`config.mk`:
```
export PLATFORM = sky130hd
export DESIGN_NAME = srdc_ram
export DESIGN_NICKNAME = d
export VERILOG_FILES = /design/src/hdl/srdc_ram.sv
export SDC_FILE = /design/constraint.sdc
export NUM_CORES = 1
export LEC_CHECK = 0
export BUFFER_PORTS_ARGS = -buffer_cell sky130_fd_sc_hd__buf_2
export CAP_MARGIN = 25
export CORE_MARGIN = 3
export CORE_UTILIZATION = 37
export DETAILED_ROUTE_END_ITERATION = 10
export GPL_TIMING_DRIVEN = 0
export HOLD_SLACK_MARGIN = 0.06
export MAX_ROUTING_LAYER = met4
export SLEW_MARGIN = 15
export SYNTH_ARGS = -nofsm -noshare
export SYNTH_HDL_FRONTEND = slang
export SYNTH_SLANG_ARGS = --single-unit
```
`constraint.sdc`:
```
create_clock -name clk_i -period 1.9 [get_ports clk_i]
set_input_delay 0 -clock clk_i [delete_from_list [all_inputs] [get_ports clk_i]]
set_output_delay 0 -clock clk_i [all_outputs]
set_load 0.05 [all_outputs]
```
`src/hdl/srdc_ram.sv`:
```
// Generic single-port-write, single-port-read RAM with registered read data.
`default_nettype none
module srdc_ram #(
  parameter int unsigned WIDTH = 8,
  parameter int unsigned DEPTH = 16
) (
  input  logic                     clk_i,
  input  logic                     we_i,
  input  logic [$clog2(DEPTH)-1:0] waddr_i,
  input  logic [WIDTH-1:0]         wdata_i,
  input  logic [$clog2(DEPTH)-1:0] raddr_i,
  output logic [WIDTH-1:0]         rdata_o
);

  logic [WIDTH-1:0] mem [DEPTH];

  always_ff @(posedge clk_i) begin
    if (we_i) begin
      mem[waddr_i] <= wdata_i;
    end
    rdata_o <= mem[raddr_i];
  end

endmodule
`default_nettype wire

```
==> flow_summary.yaml <==
global_routing:
  grt_max_degree: 17
  grt_pass1_wl_um: 14900
  met1_usage_pct: 20.3
  track_usage_pct: 14.6
  antenna_found_initial: 0
  met3_usage_pct: 3.36
  grt_pass1_vias: 2407
  met2_usage_pct: 21.0
  overflow: 0
  grt-busiest-layer: "met2"
place:
  place_ws_ns: 0.162
  dp_hpwl_um: 6380
  io_buffers: 24
  routabilityCongestion: 0.723
  placedCellCount: 431
logic_synthesis:
  syn_area_um2: 5150
  yosys_warnings: 0
  seq_area_frac_synth_pct: 77.8
  synth_nets: 247
  avgSynthCellArea_um2: 22.5
  ys_seq_elements: 136
  synth_cell_types: 19
  synthCells: 229
power:
  netSwitchingPower_w: 0.00145
  seqPwrFrac_pct: 46.1
  powerDensity_nw_per_um2: 1170
  swShare_pct: 19.9
  intPower_w: 0.00585
  vdd_drop_max_v: 0.000426
  clkPwrFrac_pct: 48.4
  p_leak_nw: 2.09
  comb_power_share_pct: 5.5
sta:
  maxSlewHeadroom_pct: 45.6
  whs_ns: 0.0962
  slew_viol_final: 0
  skew_ns: 0.00572
  finalHoldViolations: 0
  setup_viol: 0
  finalCritPeriodShare_pct: 73.5
  worst-slew-pin-transition_ns: 0.813
  max_freq_mhz: 716
  setup_ws_ns: 0.503
  rsz0062_at_grt: "false"
  post-route-min-period_ns: 1.40
clock_network:
  cts_root_buf: "clkbuf_16"
  clk_pin_slew_ns: 0.06
  tritoncts: "built"
  cts_made_buffers: 17
  numClockSinks: 136
  htreeDepth: 4
  clk_path_buf_depth: 2
  clock_latency_ns: 0.41
  post_cts_buffers: 0
route:
  dr.pass1.iters: 4
  vias_per_cell: 5.14
  vias: 2423
  route.detailed.drc: 0
  antenna_left: 0
  wl_um: 10100
  wl_per_cell_um: 21.4
  drt_iter0_markers: 153
die:
  start_util_pct: 38.4
  rows: 42
  dieArea_um2: 15400
  core_um2: 13400
  boundaryPins: 26
  die_y_um: 124
  die_w_um: 124
status:
  status: "complete, no violations"
worst_setup_path:
  crit_type: "reg2reg"
  crit_path_end_kind: "register"
  start_kind: "register"
  arrival_ns: 1.69
  path_max_fanout: 1
  crit_required_ns: 2.19
  rrSetupSlack_ns: 0.50
final_layout:
  fin_nets: 300
  drive_gt1_share_pct: 29.8
  multiInputGateArea_um2: 1070
  antenna_cells: 0
  regArea_um2: 4000
  synthToLayoutAreaGrowth_pct: 21.1
  fin_cells: 471
  fillers: 1120
  fin_util_pct: 46.5
min_path:
  hold_class: "in2reg"
run:
  max-cap-violations: 0
-- cell usage after synthesis (all sizes together) --
cell / count / share of area [%]
nor3: 4 / 0.39
nand2b: 2 / 0.24
mux4: 32 / 15
nor2: 13 / 0.95
nand3b: 2 / 0.29
a22oi: 16 / 2.3
and2b: 1 / 0.15
nor2b: 1 / 0.12
buf: 7 / 1.1
nand2: 9 / 0.66
or3b: 1 / 0.17
and2: 1 / 0.12
clkdlybuf4s25: 3 / 0.58
dfxtp: 8 / 3.1
edfxtp: 128 / 75
nand3: 1 / 0.097
-- logic make-up after synthesis --
kind of cell,after synthesis,synth area share [%]
DFF,136,77.8
and+or+nand+nor,35,3.18
muxes,32,15.0
AOI/OAI and AO/OA,16,2.33
buffers and inverters,10,1.68
-- cell type report --
type	instances	share of cell area (%)
clock buffer	19	7.11
tap	176	3.53
buffer	10	1.39
sequential	136	64.2
timing repair buffer	34	3.37
multi-input combinational	83	17.1
clock inverter	13	3.23
-- through the flow --
stage | total power (W) | instance area, um2 | setup TNS [ns]
6_report | 0.00731 | 6230 | 0
5_1_grt | 0.00751 | 6230 | 0
4_1_cts | 0.00737 | 6230 | 0
3_5_place_dp | 0.00383 | 5510 | 0
3_3_place_gp | 0.00381 | 5490 | -1.20
2_1_floorplan | 0.00367 | 5150 | 0
-- worst max-delay path, cell delays in order (launching register included) --
cell,delay (ns)
edfxtp_1,0.37
mux4_1,0.57
a22oi_1,0.25
nand2_1,0.09
-- final timing paths --
check	from	to	cells after the start
setup reg to reg	mem[5][1]$_DFFE_PP_	rdata_o[1]$_DFF_P_	3
setup / recovery	mem[5][1]$_DFFE_PP_	rdata_o[1]$_DFF_P_	3
hold / removal	waddr_i[0]	mem[0][3]$_DFFE_PP_	2
hold reg to reg	mem[8][1]$_DFFE_PP_	rdata_o[1]$_DFF_P_	3
-- per-layer routing --
layer / wire length (um) / vias up
met5: 0 / -
met4: 181 / 0
met3: 694 / 13
met2: 4720 / 79
met1: 4490 / 1248
li1: - / 1083
-- registers in the layout, indices dropped and copies added (netlist names) --
name / cells
rdata_o: 8
mem: 128
-- power by group through the flow --
stage / Combinational, W / Sequential (W) / Clock (W)
finish: 0.000402 / 0.00337 / 0.00353
global route: 0.000432 / 0.00338 / 0.00371
CTS: 0.000409 / 0.00337 / 0.00359
detailed placement: 0.000395 / 0.00343 / 0
global placement: 0.000385 / 0.00343 / 0
floorplan: 0.000170 / 0.00350 / 0
-- what timing repair did --
action / CTS / global route
gates resized for setup: 0 / 0
endpoints found under the setup margin: 0 / 0
hold buffers: 8 / 0
endpoints found under the hold margin: 128 / 0
-- placed cells by master, fill, tap and decap left out, types with 3 or more instances in the layout --
master and count:
a22oi_1 16, buf_2 29, buf_6 3, bufinv_16 5, clkbuf_16 17, clkdlybuf4s25_2 3
clkinv_2 4, clkinvlp_4 3, dfxtp_1 8, dlygate4sd3_1 8, edfxtp_1 128, mux4_1 14
mux4_2 18, nand2_1 9, nor2_1 13
No activity file was read; power rests on OpenSTA's default activity.
